<file path="config.mk">
export PLATFORM = sky130hd
export DESIGN_NAME = clock_alarm_set_editor_unit
export DESIGN_NICKNAME = d
export VERILOG_FILES = /design/src/cae_pkg.sv /design/src/cae_edit.sv /design/src/clock_alarm_set_editor_unit.sv
export SDC_FILE = /design/constraint.sdc
export NUM_CORES = 1
export LEC_CHECK = 0
export ABC_AREA = 1
export ABC_CLOCK_PERIOD_IN_PS = 8840
export BUFFER_PORTS_ARGS = -buffer_cell sky130_fd_sc_hd__buf_2
export CAP_MARGIN = 40
export CORE_UTILIZATION = 45
export DETAILED_ROUTE_END_ITERATION = 16
export MAX_ROUTING_LAYER = met4
export PLACE_DENSITY = 0.75
export SETUP_SLACK_MARGIN = 0.3
export SLEW_MARGIN = 15
export SYNTH_ARGS = -nofsm -noshare
export SYNTH_HDL_FRONTEND = slang
export SYNTH_HIERARCHICAL = 1
export SYNTH_SLANG_ARGS = --single-unit
export TNS_END_PERCENT = 1
</file>
<file path="constraint.sdc">
create_clock -name clk -period 8.84 [get_ports clk]
set_input_delay 0.442 -clock clk [delete_from_list [all_inputs] [get_ports clk]]
set_output_delay 0.442 -clock clk [all_outputs]
set_load 0.005 [all_outputs]
</file>
<file path="src/cae_pkg.sv">
`timescale 1ns / 1ps

package cae_pkg;

  // Key codes carried by each request.
  localparam logic [2:0] KEY_NONE = 3'd0;
  localparam logic [2:0] KEY_MODE = 3'd1;
  localparam logic [2:0] KEY_NEXT = 3'd2;
  localparam logic [2:0] KEY_INC  = 3'd3;
  localparam logic [2:0] KEY_DEC  = 3'd4;

  // Panel modes.
  localparam logic [1:0] MODE_SHOW  = 2'd0;
  localparam logic [1:0] MODE_TIME  = 2'd1;
  localparam logic [1:0] MODE_ALARM = 2'd2;

  // Field select codes; alarm mode reuses the hour/minute/second order from zero.
  localparam logic [2:0] FLD_YEAR   = 3'd0;
  localparam logic [2:0] FLD_MONTH  = 3'd1;
  localparam logic [2:0] FLD_DAY    = 3'd2;
  localparam logic [2:0] FLD_HOUR   = 3'd3;
  localparam logic [2:0] FLD_MINUTE = 3'd4;
  localparam logic [2:0] FLD_SECOND = 3'd5;

  localparam logic [2:0] ALM_HOUR   = 3'd0;
  localparam logic [2:0] ALM_MINUTE = 3'd1;
  localparam logic [2:0] ALM_SECOND = 3'd2;

  // Field limits.
  localparam logic [6:0] YEAR_MAX   = 7'd99;
  localparam logic [3:0] MONTH_MAX  = 4'd12;
  localparam logic [4:0] HOUR_MAX   = 5'd23;
  localparam logic [5:0] MINSEC_MAX = 6'd59;
  localparam logic [4:0] FEB_LEAP   = 5'd29;
  localparam logic [4:0] FEB_PLAIN  = 5'd28;
  localparam logic [4:0] DAYS_LONG  = 5'd31;

  // Calendar time held by the panel.
  typedef struct packed {
    logic [6:0] year;
    logic [3:0] month;
    logic [4:0] day;
    logic [4:0] hour;
    logic [5:0] minute;
    logic [5:0] second;
  } held_t;

  // Alarm setting.
  typedef struct packed {
    logic [4:0] hour;
    logic [5:0] minute;
    logic [5:0] second;
  } alarm_t;

  // Editor state carried between requests.
  typedef struct packed {
    logic [1:0] mode;
    logic [2:0] field_select;
    logic       ring_enable;
    held_t      held;
    alarm_t     alarm;
  } panel_t;

endpackage

</file>
<file path="src/cae_edit.sv">
`timescale 1ns / 1ps

module cae_edit (
  input  logic [2:0]      key,
  input  cae_pkg::held_t  rtc,
  input  cae_pkg::panel_t cur,
  output cae_pkg::panel_t nxt,
  output logic            ring,
  output logic            write_time
);

  localparam logic [4:0] MONTH_DAYS [12] = '{
    5'd31, 5'd29, 5'd31, 5'd30, 5'd31, 5'd30,
    5'd31, 5'd31, 5'd30, 5'd31, 5'd30, 5'd31
  };

  // Days in a month; February follows the year's low two bits, bad months get 31.
  function automatic logic [4:0] month_max(input logic [6:0] yr, input logic [3:0] mo);
    logic [4:0] res;
    if (mo == 4'd2) begin
      res = (yr[1:0] == 2'b00) ? cae_pkg::FEB_LEAP : cae_pkg::FEB_PLAIN;
    end else if (mo == 4'd0 || mo > cae_pkg::MONTH_MAX) begin
      res = cae_pkg::DAYS_LONG;
    end else begin
      res = MONTH_DAYS[mo - 4'd1];
    end
    return res;
  endfunction

  // Field select step modulo 6.
  function automatic logic [2:0] step_mod6(input logic [2:0] fs);
    logic [2:0] res;
    case (fs)
      3'd0:    res = 3'd1;
      3'd1:    res = 3'd2;
      3'd2:    res = 3'd3;
      3'd3:    res = 3'd4;
      3'd4:    res = 3'd5;
      3'd5:    res = 3'd0;
      3'd6:    res = 3'd1;
      default: res = 3'd2;
    endcase
    return res;
  endfunction

  // Field select step modulo 3.
  function automatic logic [2:0] step_mod3(input logic [2:0] fs);
    logic [2:0] res;
    case (fs)
      3'd0:    res = 3'd1;
      3'd1:    res = 3'd2;
      3'd2:    res = 3'd0;
      3'd3:    res = 3'd1;
      3'd4:    res = 3'd2;
      3'd5:    res = 3'd0;
      3'd6:    res = 3'd1;
      default: res = 3'd2;
    endcase
    return res;
  endfunction

  logic [1:0]     mode_n;
  logic [2:0]     fs_n;
  logic           ren_n;
  cae_pkg::held_t inc_t;
  cae_pkg::held_t dec_t;
  cae_pkg::alarm_t alm_inc;
  cae_pkg::alarm_t alm_dec;
  logic [7:0]     year_w;
  logic [4:0]     month_w;
  logic [5:0]     day_w;
  logic [5:0]     hour_w;
  logic [6:0]     minute_w;
  logic [6:0]     second_w;
  logic [4:0]     mx_inc;
  logic [4:0]     mx_dec;
  logic           s_yr, s_mo, s_dy, s_hr, s_mi, s_se;
  logic           a_hr, a_mi, a_se;

  // Ring looks at the state before this request changes anything.
  assign ring = cur.ring_enable && (cur.held.hour == cur.alarm.hour) &&
                (cur.held.minute == cur.alarm.minute) &&
                (cur.held.second == cur.alarm.second);

  // Mode sequencing on the mode key.
  always_comb begin
    mode_n     = cur.mode;
    fs_n       = cur.field_select;
    ren_n      = cur.ring_enable;
    write_time = 1'b0;
    if (key == cae_pkg::KEY_MODE) begin
      case (cur.mode)
        cae_pkg::MODE_SHOW: begin
          mode_n = cae_pkg::MODE_TIME;
          ren_n  = 1'b0;
        end
        cae_pkg::MODE_TIME: begin
          mode_n     = cae_pkg::MODE_ALARM;
          write_time = 1'b1;
          fs_n       = 3'd0;
        end
        cae_pkg::MODE_ALARM: begin
          mode_n = cae_pkg::MODE_SHOW;
          fs_n   = 3'd0;
          ren_n  = 1'b1;
        end
        default: begin
          mode_n = cur.mode;
        end
      endcase
    end
  end

  // Time field selects.
  assign s_yr = (fs_n == cae_pkg::FLD_YEAR);
  assign s_mo = (fs_n == cae_pkg::FLD_MONTH);
  assign s_dy = (fs_n == cae_pkg::FLD_DAY);
  assign s_hr = (fs_n == cae_pkg::FLD_HOUR);
  assign s_mi = (fs_n == cae_pkg::FLD_MINUTE);
  assign s_se = (fs_n == cae_pkg::FLD_SECOND);

  // Time increment: add to the selected field, then range-check every field.
  always_comb begin
    year_w   = {1'b0, cur.held.year} + {7'd0, s_yr};
    month_w  = {1'b0, cur.held.month} + {4'd0, s_mo};
    day_w    = {1'b0, cur.held.day} + {5'd0, s_dy};
    hour_w   = {1'b0, cur.held.hour} + {5'd0, s_hr};
    minute_w = {1'b0, cur.held.minute} + {6'd0, s_mi};
    second_w = {1'b0, cur.held.second} + {6'd0, s_se};
    inc_t.year   = (year_w > {1'b0, cae_pkg::YEAR_MAX}) ? 7'd0 : year_w[6:0];
    inc_t.month  = (month_w > {1'b0, cae_pkg::MONTH_MAX}) ? 4'd1 : month_w[3:0];
    mx_inc       = month_max(inc_t.year, inc_t.month);
    inc_t.day    = (day_w > {1'b0, mx_inc}) ? 5'd1 : day_w[4:0];
    inc_t.hour   = (hour_w > {1'b0, cae_pkg::HOUR_MAX}) ? 5'd0 : hour_w[4:0];
    inc_t.minute = (minute_w > {1'b0, cae_pkg::MINSEC_MAX}) ? 6'd0 : minute_w[5:0];
    inc_t.second = (second_w > {1'b0, cae_pkg::MINSEC_MAX}) ? 6'd0 : second_w[5:0];
  end

  // Time decrement: underflow wraps to the top, day is also clamped to the month.
  always_comb begin
    dec_t.year = (cur.held.year == 7'd0 && s_yr) ? cae_pkg::YEAR_MAX
                                                 : cur.held.year - {6'd0, s_yr};
    if (cur.held.month == 4'd0 || (cur.held.month == 4'd1 && s_mo)) begin
      dec_t.month = cae_pkg::MONTH_MAX;
    end else begin
      dec_t.month = cur.held.month - {3'd0, s_mo};
    end
    mx_dec = month_max(dec_t.year, dec_t.month);
    if (cur.held.day == 5'd0 || (cur.held.day == 5'd1 && s_dy)) begin
      dec_t.day = mx_dec;
    end else if ((cur.held.day - {4'd0, s_dy}) > mx_dec) begin
      dec_t.day = mx_dec;
    end else begin
      dec_t.day = cur.held.day - {4'd0, s_dy};
    end
    dec_t.hour   = (cur.held.hour == 5'd0 && s_hr) ? cae_pkg::HOUR_MAX
                                                   : cur.held.hour - {4'd0, s_hr};
    dec_t.minute = (cur.held.minute == 6'd0 && s_mi) ? cae_pkg::MINSEC_MAX
                                                     : cur.held.minute - {5'd0, s_mi};
    dec_t.second = (cur.held.second == 6'd0 && s_se) ? cae_pkg::MINSEC_MAX
                                                     : cur.held.second - {5'd0, s_se};
  end

  // Alarm step with wrap on the selected field.
  assign a_hr = (fs_n == cae_pkg::ALM_HOUR);
  assign a_mi = (fs_n == cae_pkg::ALM_MINUTE);
  assign a_se = (fs_n == cae_pkg::ALM_SECOND);

  always_comb begin
    alm_inc = cur.alarm;
    alm_dec = cur.alarm;
    if (a_hr) begin
      alm_inc.hour = (cur.alarm.hour >= cae_pkg::HOUR_MAX) ? 5'd0 : cur.alarm.hour + 5'd1;
      alm_dec.hour = (cur.alarm.hour == 5'd0) ? cae_pkg::HOUR_MAX : cur.alarm.hour - 5'd1;
    end
    if (a_mi) begin
      alm_inc.minute = (cur.alarm.minute >= cae_pkg::MINSEC_MAX) ? 6'd0
                                                                 : cur.alarm.minute + 6'd1;
      alm_dec.minute = (cur.alarm.minute == 6'd0) ? cae_pkg::MINSEC_MAX
                                                  : cur.alarm.minute - 6'd1;
    end
    if (a_se) begin
      alm_inc.second = (cur.alarm.second >= cae_pkg::MINSEC_MAX) ? 6'd0
                                                                 : cur.alarm.second + 6'd1;
      alm_dec.second = (cur.alarm.second == 6'd0) ? cae_pkg::MINSEC_MAX
                                                  : cur.alarm.second - 6'd1;
    end
  end

  // Apply the action of the mode after sequencing.
  always_comb begin
    nxt.mode         = mode_n;
    nxt.field_select = fs_n;
    nxt.ring_enable  = ren_n;
    nxt.held         = cur.held;
    nxt.alarm        = cur.alarm;
    case (mode_n)
      cae_pkg::MODE_SHOW: begin
        nxt.held = rtc;
      end
      cae_pkg::MODE_TIME: begin
        case (key)
          cae_pkg::KEY_NEXT: nxt.field_select = step_mod6(fs_n);
          cae_pkg::KEY_INC:  nxt.held = inc_t;
          cae_pkg::KEY_DEC:  nxt.held = dec_t;
          default:           nxt.held = cur.held;
        endcase
      end
      cae_pkg::MODE_ALARM: begin
        nxt.held = rtc;
        case (key)
          cae_pkg::KEY_NEXT: nxt.field_select = step_mod3(fs_n);
          cae_pkg::KEY_INC:  nxt.alarm = alm_inc;
          cae_pkg::KEY_DEC:  nxt.alarm = alm_dec;
          default:           nxt.alarm = cur.alarm;
        endcase
      end
      default: begin
        nxt.held = cur.held;
      end
    endcase
  end

endmodule

</file>
<file path="src/clock_alarm_set_editor_unit.sv">
`timescale 1ns / 1ps

// Alarm clock time-set and alarm-set editor.
// Each input request is one pass of the panel loop: a key code and the
// current time read from the clock chip. Each request yields exactly one
// result: the panel mode, the held time, the alarm setting, the ring flag
// and the write strobe that asks for the edited time to go to the clock chip.
// Both channels use valid/stall; a request moves when valid is high and
// stall is low.
// The editor state and the result register both load at the edge that
// accepts a request. Throughput is one request per cycle while the receiver
// does not stall; the single result register is the only stage.
// The input is stalled only while a result sits in the result register and
// the receiver stalls it; the result then holds steady until taken, and a
// new request is accepted in the same cycle the old result leaves.
// Reset puts the panel in show mode with ring enabled, field select zero,
// held time year 0, month 1, day 1, 00:00:00, alarm 00:00:00, and no result
// pending.
module clock_alarm_set_editor_unit (
  input  logic       clk,
  input  logic       rst,
  input  logic       in_valid,
  output logic       in_stall,
  input  logic [2:0] key,
  input  logic [6:0] rtc_year,
  input  logic [3:0] rtc_month,
  input  logic [4:0] rtc_day,
  input  logic [4:0] rtc_hour,
  input  logic [5:0] rtc_minute,
  input  logic [5:0] rtc_second,
  output logic       out_valid,
  input  logic       out_stall,
  output logic [1:0] ui_mode,
  output logic [6:0] out_year,
  output logic [3:0] out_month,
  output logic [4:0] out_day,
  output logic [4:0] out_hour,
  output logic [5:0] out_minute,
  output logic [5:0] out_second,
  output logic [4:0] alarm_hour_out,
  output logic [5:0] alarm_minute_out,
  output logic [5:0] alarm_second_out,
  output logic       ring,
  output logic       write_time
);

  cae_pkg::panel_t panel;
  cae_pkg::panel_t panel_next;
  cae_pkg::held_t  rtc;
  logic            ring_next;
  logic            write_next;
  logic            accept;

  assign in_stall = out_valid && out_stall;
  assign accept   = in_valid && !in_stall;

  assign rtc = '{year: rtc_year, month: rtc_month, day: rtc_day,
                 hour: rtc_hour, minute: rtc_minute, second: rtc_second};

  // Next editor state and result for the request at the input.
  cae_edit u_edit (
    .key        (key),
    .rtc        (rtc),
    .cur        (panel),
    .nxt        (panel_next),
    .ring       (ring_next),
    .write_time (write_next)
  );

  // Editor state.
  always_ff @(posedge clk) begin
    if (rst) begin
      panel.mode         <= cae_pkg::MODE_SHOW;
      panel.field_select <= 3'd0;
      panel.ring_enable  <= 1'b1;
      panel.held         <= '{year: 7'd0, month: 4'd1, day: 5'd1,
                              hour: 5'd0, minute: 6'd0, second: 6'd0};
      panel.alarm        <= '0;
    end else if (accept) begin
      panel <= panel_next;
    end
  end

  // Result valid.
  always_ff @(posedge clk) begin
    if (rst) begin
      out_valid <= 1'b0;
    end else if (accept) begin
      out_valid <= 1'b1;
    end else if (!out_stall) begin
      out_valid <= 1'b0;
    end
  end

  // Result payload.
  always_ff @(posedge clk) begin
    if (accept) begin
      ui_mode          <= panel_next.mode;
      out_year         <= panel_next.held.year;
      out_month        <= panel_next.held.month;
      out_day          <= panel_next.held.day;
      out_hour         <= panel_next.held.hour;
      out_minute       <= panel_next.held.minute;
      out_second       <= panel_next.held.second;
      alarm_hour_out   <= panel_next.alarm.hour;
      alarm_minute_out <= panel_next.alarm.minute;
      alarm_second_out <= panel_next.alarm.second;
      ring             <= ring_next;
      write_time       <= write_next;
    end
  end

  // Ring is armed exactly in show mode.
  assert property (@(posedge clk) disable iff (rst)
    panel.ring_enable == (panel.mode == cae_pkg::MODE_SHOW))
    else $error("ring enable out of step with panel mode");

  // The write strobe only comes with the step into alarm-set mode.
  assert property (@(posedge clk) disable iff (rst)
    out_valid && write_time |-> ui_mode == cae_pkg::MODE_ALARM)
    else $error("write strobe outside the time-set exit");

  // The result register mirrors the editor state it was loaded with.
  assert property (@(posedge clk) disable iff (rst)
    accept |=> ui_mode == panel.mode && out_hour == panel.held.hour &&
               alarm_second_out == panel.alarm.second)
    else $error("result register disagrees with editor state");

endmodule

</file>
* Yosys cells after proc, flatten, opt, wreduce, memory -nomap -nowiden
Memories as Yosys holds them, arrays and structs flattened.
Cells that the tools add are included.
** Cells by class
- Add/subtract/negate cells :: 20
- Magnitude comparators :: 14
- Equality and inequality tests :: 22
- Multiplexer cells :: 52
- Bitwise operators :: 2
- Reduce and logical (&&, ||, !) cells :: 39
** Operator list (number)
- $pmux 33 s2 :: 2
- $mux 5 :: 17
- $mux 6 :: 12
- $pmux 17 s2 :: 1
- $logic_not 6->1 :: 4
- $mux 17 :: 1
- $ge 5x5->1 const B :: 3
- $logic_not 5->1 :: 3
- $pmux 3 s5 :: 1
- $add 6x1->7 :: 2
- $gt 7x6->1 const B :: 2
- $mux 7 :: 2
- $add 5x1->6 :: 2
- $add 6x1->6 const B :: 2
- $eq 3x2->1 const B :: 4
- $eq 3x3->1 const B :: 4
- $eq 6x6->1 :: 2
- $ge 6x6->1 const B :: 2
- $logic_not 4->1 :: 3
- $mux 3 :: 4
- $sub 6x1->6 :: 2
- $sub 6x1->6 const B :: 2
- $logic_and 1x1->1 :: 11
- $not 4->5 :: 2
- 38 further kinds :: 59
** Word-level totals
- Bits in registers :: 111
- Memory bits (read-only) :: 160
- Bits of input ports :: 40
- Logic and storage cells :: 176
- Memories :: 2
** Memories
- (no name shown) :: words 16, bits a word 5, read ports 1, clocked after Yosys merged registers in 0, write ports 0, line cae_edit.sv:25 : res = MONTH_DAYS[mo - 4'd1];
- (no name shown) :: words 16, bits a word 5, read ports 1, clocked after Yosys merged registers in 0, write ports 0, line cae_edit.sv:25

* Longest topological paths before layout
Gate-level depths: netlist of run 1.
- Depth after elaboration :: 20
- Depth in mapped cells :: 37
- Depth with buffers taken out :: 37

* By module
The synthesis of run 1 kept the hierarchy.
** Modules (own cells, without submodules)
- cae_edit :: times used 1, cells an instance 873, area each 4581.9 um^2, sequential area each 0.0 um^2
- clock_alarm_set_editor_unit :: times used 1, cells an instance 421, area each 4144.0 um^2, sequential area each 2762.6 um^2

* Least setup slack after synthesis of run 1
No wires, ideal clock.
- Path kind :: register -> register
- Start point :: register panel[55] (netlist bit)
- End point :: register panel[36] (netlist bit)
- Library setup time :: 115 ps
- Arrival :: 3656 ps
- Path slack :: 5069 ps
- Cell stages (with the launch flop) :: 37
- Path buffers :: 0
- Clock period less this slack :: 3771 ps
- Cells stage by stage :: dfxtp_1 > inv_1 > ha_1 > nand2_1 > inv_1 > nand3_1 > nand2_2 > nand2_4 > nor2_2 > ha_1 > ha_1 > xor2_1 > nand2_1 > o22ai_1 > inv_1 > nand2_1 > nor2_1 > a21oi_1 > o21ai_0 > o21ai_0 > nand2_1 > inv_1 > ha_1 > nand2_1 > nand2_1 > nor2_1 > nand3_1 > nand2_1 > inv_1 > nand3_1 > nand3_1 > nand3_1 > a31oi_1 > inv_1 > nand3_1 > nand2_1 > nor2_1
** RTL lines
- from (decl) :: line clock_alarm_set_editor_unit.sv:47 : cae_pkg::panel_t panel;
- from (signal assigned) :: line clock_alarm_set_editor_unit.sv:80 : panel <= panel_next;

==> results of run 1 <==
[cells in the mapped netlist (14+ instances only)]
master	number	share of area, %
clkbuf_1	21	0.90
ha_1	39	5.6
a21oi_1	92	5.3
nand3_1	156	8.9
buf_2	38	2.2
a31oi_1	16	1.1
xor2_1	34	3.4
inv_1	177	7.6
nor2_1	126	5.4
dfxtp_1	57	13
o211ai_1	14	1.2
o22ai_1	14	1.0
nand4_1	16	1.1
o21ai_0	56	3.2
nand2_1	276	12
edfxtp_1	54	19
[state kept, by name (all words and copies together), names as in the netlist]
register,flops
write_time,1
ring,1
out_month,4
out_day,5
panel,56
alarm_hour_out,5
alarm_minute_out,6
out_second,6
out_year,7
out_minute,6
alarm_second_out,6
out_hour,5
out_valid,1
ui_mode,2
[area by class of cell]
class	instances	share of cell area, %
clock inverter	7	0.593
tap	260	3.43
inverter	182	7.20
clock buffer	9	2.37
sequential	111	29.1
timing repair buffer	105	5.96
multi-input combinational	924	51.4
[through the flow]
step / total power [mW] / util, % / cells
after floorplan: 0.944 / - / 1294
after global placement: 1.05 / 48.8 / 1581
after detailed placement: 1.05 / 48.9 / 1582
after CTS: 1.46 / 50.4 / 1598
after global routing: 1.55 / 50.4 / 1598
final: 1.46 / 50.4 / 1598
[power by group through the flow]
stage               Clock, mW  Sequential (mW)  Combinational (mW)
floorplan                   0            0.634               0.310
CTS                     0.413            0.644               0.401
global route            0.436            0.652               0.458
detailed placement          0            0.656               0.398
global placement            0            0.656               0.393
finish                  0.407            0.645               0.404
[worst min path at each step]
stage                      startpoint                      to  slack [ps]  cells past startpoint
3_3_place_gp   panel[55]$_SDFFE_PP0P_  panel[55]$_SDFFE_PP0P_         490                      2
4_1_cts                           rst  out_valid$_SDFFE_PP0P_         280                      2
3_5_place_dp   panel[55]$_SDFFE_PP0P_  panel[55]$_SDFFE_PP0P_         510                      2
2_1_floorplan  panel[50]$_SDFFE_PP1P_  panel[50]$_SDFFE_PP1P_         440                      2
5_1_grt                           rst  out_valid$_SDFFE_PP0P_         300                      2
6_report                          rst  out_valid$_SDFFE_PP0P_         280                      2
[layer usage]
metal  vias to the layer above  wire length, um  global-route usage, %
li1                       4349                -                      -
met1                      3986            11400                   34.6
met2                       344            10700                   38.7
met3                        37             1620                   3.78
met4                         0              576                   8.81
met5                         -                0                      -
[cell families (layout without fill, tap and decap cells)]
kind of cell,count (synthesis),in the layout,share of synthesized area (%)
compound gates,225,225,14.9
xor+xnor,41,41,4.12
fa+ha+maj,39,39,5.59
buf+inv,259,303,12.6
flops,111,111,31.7
simple gates,619,619,31.1
[worst register-to-register path: cells and delay by family (launching register included)]
family | cells | cell delay [ps]
compound gates | 6 | 850
xor+xnor | 1 | 220
fa+ha+maj | 4 | 870
buf+inv | 7 | 490
flops | 1 | 360
simple gates | 18 | 1600
==> impl_metrics.toml, run 1 <==
[final_layout]
final_cell_area_mm2 = 0.00949
final_cell_mix = "275 x nand2_1, 176 x inv_1, 156 x nand3_1"
multi_input_comb_area_mm2 = 0.00487
antenna_cells = 0
fillers = 1876
layout_commonest_cell = "nand2_1"
regArea_mm2 = 0.00276
fin_nets = 1412
drive_above_1_share_pct = 11.7
area_growth_syn_to_layout_pct = 8.79

[timing]
slew_violations = 0
fin_crit_sh_pct = 50.6
fin_skew_ps = 16.6
tns_ps = 0
rsz0062_at_grt = "no"
setup_slack_ps = 4370
finalHoldViolCount = 0
tightest_slew_ps = 752
min_period_ps = 4470
fin_hold_ws_ps = 284
max_freq_ghz = 0.224
setup_viol = 0
max_slew_margin_pct = 49.9

[critical_path]
r2r-end = "panel[38]$_SDFFE_PP0P_"
cp_top_family = "simple AND/OR/NAND/NOR gates"
cp_common_cell = "inv_1"
cp_slowest_cell = "dfxtp_1"
worst-path-buf-inv = 7
r2r_slack_ps = 4370
timing.reg2reg.worst_path_depth = 36
reg2reg_from = "panel[55]$_SDFFE_PP0P_"
startpoint_type = "flip-flop"
cp_max_fo = 6
endpoint = "panel[38]$_SDFFE_PP0P_"
end_kind = "flip-flop"
cp.required_ps = 9150
path_class = "reg -> reg"
cp-startpoint = "panel[55]$_SDFFE_PP0P_"
worst-path-stages = 36
critPathMaxStageDelay_ps = 360
arrival_ps = 4780

[cts]
cts.path.max_buffers = 2
cts_setup_buffers = 0
hold_buffers = 0
ctsHtreeMaxLevel = 3
cts-root-buf = "clkbuf_16"
cts_inserted_buffers = 9
cts_tree = "done"
cts_sinks = 111
path_clk_slew_ps = 90
clk_latency_ps = 380
cts-resized-gates = 0

[synthesis]
ys_seq_area_share_pct = 31.7
syn-cell-area_mm2 = 0.00873
synthCells = 1294
synth-seq-cells = 111
synth_edf_count = 54
ys.flop_type = "dfxtp_1"
syn_area_per_cell_um2 = 6.74
syn_nets = 1373
synthArstFlopShare_pct = 0
yosysWarnings = 6
synth_cell_types = 46

[worst_hold_path]
worst_hold_path_type = "in -> reg"

[pwr]
power_frac_seq_pct = 44.3
swShare_pct = 35.8
switchingPower_mw = 0.521
p_leak_nw = 4.55
comb_power_share_pct = 27.8
powerDensity_mw_per_mm2 = 153
pwr-share-clk_pct = 27.9
p_int_mw = 0.935
ir_drop_mv = 0.0871

[grt]
grt_pass1_vias = 7694
antenna_found_initial = 0
grt_max_degree = 72
grt_overflow = 0
grtUsageTotal_pct = 25.5
grt_pass1_wl_um = 39300

[floorplanning]
fp.dieW_um = 141
io_pins = 96
die_y_um = 141
start_util_pct = 46.3
rows = 50
coreArea_mm2 = 0.0188
die-area_mm2 = 0.0200

[place]
placed_area_mm2 = 0.00921
pre_cts_slack_ps = 4450
port_buffers = 95
gp_congestion = 0.973
dp_hpwl_um = 16700

[drt]
drc = 0
drtIter0Drc = 846
drt-pass1-iter-count = 5
via_per_inst = 5.45
routed_wl_um = 24200
antenna_left = 0
wl_per_cell_um = 15.2
vias = 8716

[status]
status = "finished clean"

[run]
max_cap_violations = 0
Power figures use the tool's default switching activity.
==> run 2: changes to the inputs <==
--- a/config.mk
+++ b/config.mk
@@ -5,14 +5,14 @@
 export SDC_FILE = /design/constraint.sdc
 export NUM_CORES = 1
 export LEC_CHECK = 0
-export ABC_AREA = 1
-export ABC_CLOCK_PERIOD_IN_PS = 8840
+export ABC_AREA = 0
+export ABC_CLOCK_PERIOD_IN_PS = 4100
 export BUFFER_PORTS_ARGS = -buffer_cell sky130_fd_sc_hd__buf_2
 export CAP_MARGIN = 40
 export CORE_UTILIZATION = 45
 export DETAILED_ROUTE_END_ITERATION = 16
 export MAX_ROUTING_LAYER = met4
-export PLACE_DENSITY = 0.75
+export PLACE_DENSITY = 0.77
 export SETUP_SLACK_MARGIN = 0.3
 export SLEW_MARGIN = 15
 export SYNTH_ARGS = -nofsm -noshare
==> constraint.sdc (replaced) <==
create_clock -name clk -period 4.1 [get_ports clk]
set_input_delay 0.205 -clock clk [delete_from_list [all_inputs] [get_ports clk]]
set_output_delay 0.205 -clock clk [all_outputs]
set_load 0.005 [all_outputs]
==> impl_metrics.toml, run 2 <==
[status]
status = "finished, violations left"
violations = "setup timing"

[synthesis]
synthArstFlopShare_pct = 0
syn-cell-area_mm2 = 0.00879
ys_seq_area_share_pct = 31.4
synth-seq-cells = 111
syn_area_per_cell_um2 = 8.20
ys.flop_type = "dfxtp_1"
synth_cell_types = 75
synth_top_area_cell = "edfxtp_1"
synth_top_area_share_pct = 18.4
synth_edf_count = 54
yosysWarnings = 6
synthCells = 1073
syn_nets = 1152
synth.most_common_cell = "nand2b_1"
synth_commonest_cells = "123 x nand2b_1, 93 x nor2_1, 86 x a21oi_1"
synth_area_leaders = "edfxtp_1 18%, dfxtp_1 13%, nand2b_1 8.7%, mux2i_1 6.7%, ha_1 5.5%"

[final_layout]
drive_above_1_share_pct = 18.0
largest_register_ffs = 56
top_register = "panel"
reg_top3 = "panel (56), out_year (7)"
multi_input_comb_area_mm2 = 0.00567
fillers = 1752
fin_nets = 1228
final_cell_mix = "123 x nand2b_1, 95 x buf_2, 93 x nor2_1"
antenna_cells = 0
area_growth_syn_to_layout_pct = 14.7
layout_commonest_cell = "nand2b_1"
regArea_mm2 = 0.00277

[place]
gp_congestion = 0.980
dp_hpwl_um = 17100
port_buffers = 95

[pwr]
pwr-share-clk_pct = 31.6
p_int_mw = 1.90
ir_drop_mv = 0.215
powerDensity_mw_per_mm2 = 273
switchingPower_mw = 0.854
comb_power_share_pct = 20.7
p_leak_nw = 3.84
swShare_pct = 30.9
power_frac_seq_pct = 47.7

[cts]
cts-root-buf = "clkbuf_16"
path_clk_slew_ps = 90
cts.path.max_buffers = 2
hold_buffers = 0
ctsHtreeMaxLevel = 3
cts_tree = "done"
cts_inserted_buffers = 9
clk_latency_ps = 380
cts_sinks = 111

[grt]
grt_overflow = 0
grt_max_degree = 111
grt_pass1_vias = 7474
grtUsageTotal_pct = 25.4
grt_pass1_wl_um = 39200
antenna_found_initial = 0

[critical_path]
end_kind = "flip-flop"
startpoint_type = "flip-flop"
cp-startpoint = "panel[55]$_SDFFE_PP0P_"
cp.required_ps = 4350
path_class = "reg -> reg"
cp_cell_sequence = "inv_2 -> ha_4 -> or4b_4 -> o21ai_4 -> ha_4 -> ha_4 -> buf_4 -> nor4_1 -> nor4b_1 -> a22o_1 -> a2111oi_2 -> a311oi_1 -> ha_1 -> nand2_2 -> o2111ai_4 -> o21ai_2 -> o32ai_2 -> a2111oi_2 -> o21ai_1 -> nand2b_1 -> mux2i_1"
reg2reg_from = "panel[55]$_SDFFE_PP0P_"
cp_max_fo = 4
arrival_ps = 4550
cp_slowest_cell = "or4b_4"
cp_common_cell = "ha_4"
critPathMaxStageDelay_ps = 510

[drt]
wl_per_cell_um = 17.6
vias = 8601
via_per_inst = 6.08
drt-pass1-iter-count = 6
drtIter0Drc = 796
routed_wl_um = 24800
antenna_left = 0
drc = 0

[timing]
max_freq_ghz = 0.233
finalHoldViolCount = 0
fin_crit_sh_pct = 105
rsz0062_at_grt = "yes"
fin_hold_ws_ps = 42.1
setup_slack_ps = -197
tns_ps = -782
min_period_ps = 4300
max_slew_margin_pct = 47.6
slew_violations = 0
setup_viol = 7
tightest_slew_ps = 766
fin_skew_ps = 13.7

[floorplanning]
io_pins = 96
rows = 50
coreArea_mm2 = 0.0190
die-area_mm2 = 0.0201
fp.dieW_um = 142
start_util_pct = 46.4
die_y_um = 142

[worst_hold_path]
hp-start = "in_valid"
worst_hold_path_type = "in -> reg"

[run]
max_cap_violations = 0
==> run 2: changes by cell type after synthesis, sizes merged, moves of 19 or more <==
cell    change
mux2i      +59
nand2     -211
buf        -40
clkbuf     +51
nor2       -42
inv       -149
xor2       -22
xnor2      +19
nand2b    +123
nand3     -136
==> run 2: timing repair <==
item,in CTS,in global routing
pin swaps,12,1
endpoints found under the setup margin,10,11
buffers inserted,2,0
gates resized for setup,6,5
==> run 2: path summary, 6_finish.rpt <==
| check | endpoint | slack [ps] | cells past startpoint |
|---|---|---|---|
| setup / recovery | panel[36]$_SDFFE_PP0P_ | -200 | 21 |
| hold / removal | out_valid$_SDFFE_PP0P_ | 40 | 3 |
| setup reg to reg | panel[36]$_SDFFE_PP0P_ | -200 | 21 |
| hold reg to reg | panel[52]$_SDFFE_PP0P_ | 520 | 2 |
==> run 2: layout make-up <==
class,instances,share of cell area [%]
Timing Repair Buffer,153,9.16
Multi-Input combinational cell,840,56.2
Clock buffer,9,2.23
Clock inverter,7,0.533
Tap cell,260,3.23
Sequential cell,111,27.4
Inverter,34,1.27
==> run 2: critical path: cells and delay by family (launching register included) <==
family | cells | cell delay, ps
multiplexers | 1 | 60
flip-flops | 1 | 340
AND/OR/NAND/NOR | 5 | 1040
AO/OA/AOI/OAI | 9 | 1750
adder cells (fa/ha/maj) | 4 | 820
buffers and inverters | 2 | 160
==> run 2: cell families after synthesis <==
kind of cell	synth area share, %
xor gates and xnor gates	3.78
adders and majority gates	5.55
muxes	7.10
DFF	31.4
buffers and inverters	5.88
and+or+nand+nor	24.3
AOI/OAI and AO/OA	22.0
==> run 2: power groups by stage <==
| stage | Combinational [mW] | Clock (mW) | Sequential [mW] |
|---|---|---|---|
| floorplan | 0.402 | 0 | 1.30 |
| global placement | 0.542 | 0 | 1.34 |
| detailed placement | 0.554 | 0 | 1.34 |
| CTS | 0.560 | 0.890 | 1.31 |
| global route | 0.624 | 0.928 | 1.33 |
| finish | 0.570 | 0.872 | 1.32 |
==> run 2: per-layer routing <==
metal | share of wire (%) | up-vias | track usage, %
li1 | - | 4063 | -
met4 | 2.8 | 0 | 9.62
met5 | 0 | - | -
met2 | 45 | 408 | 38.6
met3 | 8.4 | 64 | 3.98
met1 | 44 | 4066 | 33.9
==> run 2: per-stage QoR <==
| stage | worst slack [ps] | instances | instance area [um2] | power [mW] | utilization (%) |
|---|---|---|---|---|---|
| final | -197 | 1414 | 10100 | 2.76 | 53.2 |
| after floorplan | -138 | 1073 | 8880 | 1.70 | - |
| after CTS | -202 | 1414 | 10100 | 2.76 | 53.1 |
| after global placement | -159 | 1395 | 9740 | 1.88 | 51.4 |
| after global routing | -441 | 1414 | 10100 | 2.88 | 53.2 |
| after detailed placement | -273 | 1396 | 9750 | 1.89 | 51.4 |
==> run 3: changes to the inputs <==
--- a/config.mk
+++ b/config.mk
@@ -5,7 +5,7 @@
 export SDC_FILE = /design/constraint.sdc
 export NUM_CORES = 1
 export LEC_CHECK = 0
-export ABC_AREA = 0
+export ABC_AREA = 1
 export ABC_CLOCK_PERIOD_IN_PS = 4100
 export BUFFER_PORTS_ARGS = -buffer_cell sky130_fd_sc_hd__buf_2
 export CAP_MARGIN = 40
==> impl_metrics.toml, run 3 (same netlist as run 1, synthesis figures left out) <==
[cts]
cts_sinks = 111
cts.path.max_buffers = 2
ctsHtreeMaxLevel = 3
hold_buffers = 0
cts-root-buf = "clkbuf_16"
clk_latency_ps = 380
path_clk_slew_ps = 80
cts_inserted_buffers = 9
cts_tree = "done"

[drt]
via_per_inst = 5.49
vias = 8903
drt-pass1-iter-count = 6
routed_wl_um = 25100
wl_met1_um = 11700
wl_per_cell_um = 15.5
routed.top_layer = "met4"
dr_wl_met3_um = 1680
wl_met2_um = 11200
drtIter0Drc = 874
antenna_left = 0
drc = 0

[worst_hold_path]
worst_hold_path_type = "in -> reg"

[timing]
rsz0062_at_grt = "yes"
finalHoldViolCount = 0
fin_crit_sh_pct = 95.3
setup_viol = 0
setup_slack_ps = 192
max_freq_ghz = 0.256
slew_violations = 0
min_period_ps = 3910
fin_skew_ps = 11.6
tightest_slew_ps = 718
max_slew_margin_pct = 52.0
fin_hold_ws_ps = 26.5

[floorplanning]
start_util_pct = 46.3
fp.dieW_um = 141
die_y_um = 141
coreArea_mm2 = 0.0188
io_pins = 96
die-area_mm2 = 0.0200
rows = 50

[final_layout]
final_cell_mix = "271 x nand2_1, 172 x inv_1, 147 x nand3_1"
fin_cells = 1622
finish.utilization_pct = 52.6
largest_register_ffs = 56
top_register = "panel"
fin_nets = 1436
layout_commonest_cell = "nand2_1"
antenna_cells = 0
reg_top3 = "panel (56), out_year (7)"
fillers = 1838
drive_above_1_share_pct = 15.9
area_growth_syn_to_layout_pct = 13.6

[grt]
grt_max_degree = 76
antenna_found_initial = 0
grtUsageTotal_pct = 25.9
grt_overflow = 0
grt_pass1_wl_um = 40000
grt_pass1_vias = 7856

[pwr]
powerDensity_mw_per_mm2 = 323
p_leak_nw = 4.69
ir_drop_mv = 0.206

[run]
max_cap_violations = 0

[critical_path]
path_class = "reg -> reg"
cp_slowest_cell = "dfxtp_2"
end_kind = "flip-flop"
critPathMaxStageDelay_ps = 360
arrival_ps = 4220
cp_common_cell = "nand3_2"
cp.required_ps = 4410
r2r_slack_ps = 190
cp_max_fo = 4
startpoint_type = "flip-flop"

[status]
status = "finished clean"

[place]
placedCellCount = 1596
port_buffers = 95
gp_congestion = 0.976
dp_hpwl_um = 17100
pre_cts_slack_ps = -9.78
run 3: cell count changes in the layout (fill, tap and decap cells not counted), moves of 9 or more:
cell      delta
xor2_1      +19
nor2_1      +29
nand2_1    +200
nand3_2     +14
nor3_1       -9
nand3_1    +122
buf_4       -26
mux2i_1     -58
nand2b_1   -123
a22oi_1     -12
inv_1      +140
nand2_2      +9
xnor2_1     -18
run 3: power breakdown:
part           switching, mW  total (mW)  internal (mW)
logic                  0.585       0.946          0.361
clock network          0.432       0.865          0.433
registers              0.115        1.39           1.28
run 3: path summary, 6_finish.rpt:
path                             to                    from  cells after the start
max          panel[38]$_SDFFE_PP0P_  panel[55]$_SDFFE_PP0P_                     34
min          out_valid$_SDFFE_PP0P_                     rst                      2
max reg2reg  panel[38]$_SDFFE_PP0P_  panel[55]$_SDFFE_PP0P_                     34
min reg2reg  panel[16]$_SDFFE_PP0P_  panel[16]$_SDFFE_PP0P_                      2
run 3: routing by layer:
layer | GRT usage [%] | vias up
met5 | - | -
met4 | 9.73 | 0
met3 | 3.00 | 40
met2 | 40.0 | 365
met1 | 34.8 | 4094
li1 | - | 4404
run 3: worst max-delay path: cells and delay by family (launching register included):
family / cells / cell delay (ps)
AND/OR/NAND/NOR: 19 / 1350
buffers and inverters: 9 / 820
adder cells (fa/ha/maj): 3 / 750
AO/OA/AOI/OAI: 3 / 570
flip-flops: 1 / 360
run 3: what timing repair did:
item,in CTS,in global routing
pin swaps,17,19
resized for setup,18,27
setup buffers,5,5
setup endpoints to repair,10,10
run 3: area by class of cell:
| cell class | instances | area, um2 | share of cell area (%) |
|---|---|---|---|
| multi-input cells | 924 | 5060 | 51.0 |
| clock inverters | 4 | 31.3 | 0.316 |
| flip-flops and latches | 111 | 2760 | 27.9 |
| repair buffers | 129 | 798 | 8.05 |
| clock buffers | 12 | 246 | 2.49 |
| inverters | 182 | 688 | 6.94 |
| well taps | 260 | 325 | 3.28 |
run 3: through the flow:
step           setup TNS [ps]  instance area, um2  power (mW)
3_3_place_gp                0                9280        2.27
5_1_grt                  -256                9910        3.38
6_report                    0                9910        3.20
2_1_floorplan               0                8730        2.04
4_1_cts                     0                9770        3.17
3_5_place_dp            -9.78                9370        2.30
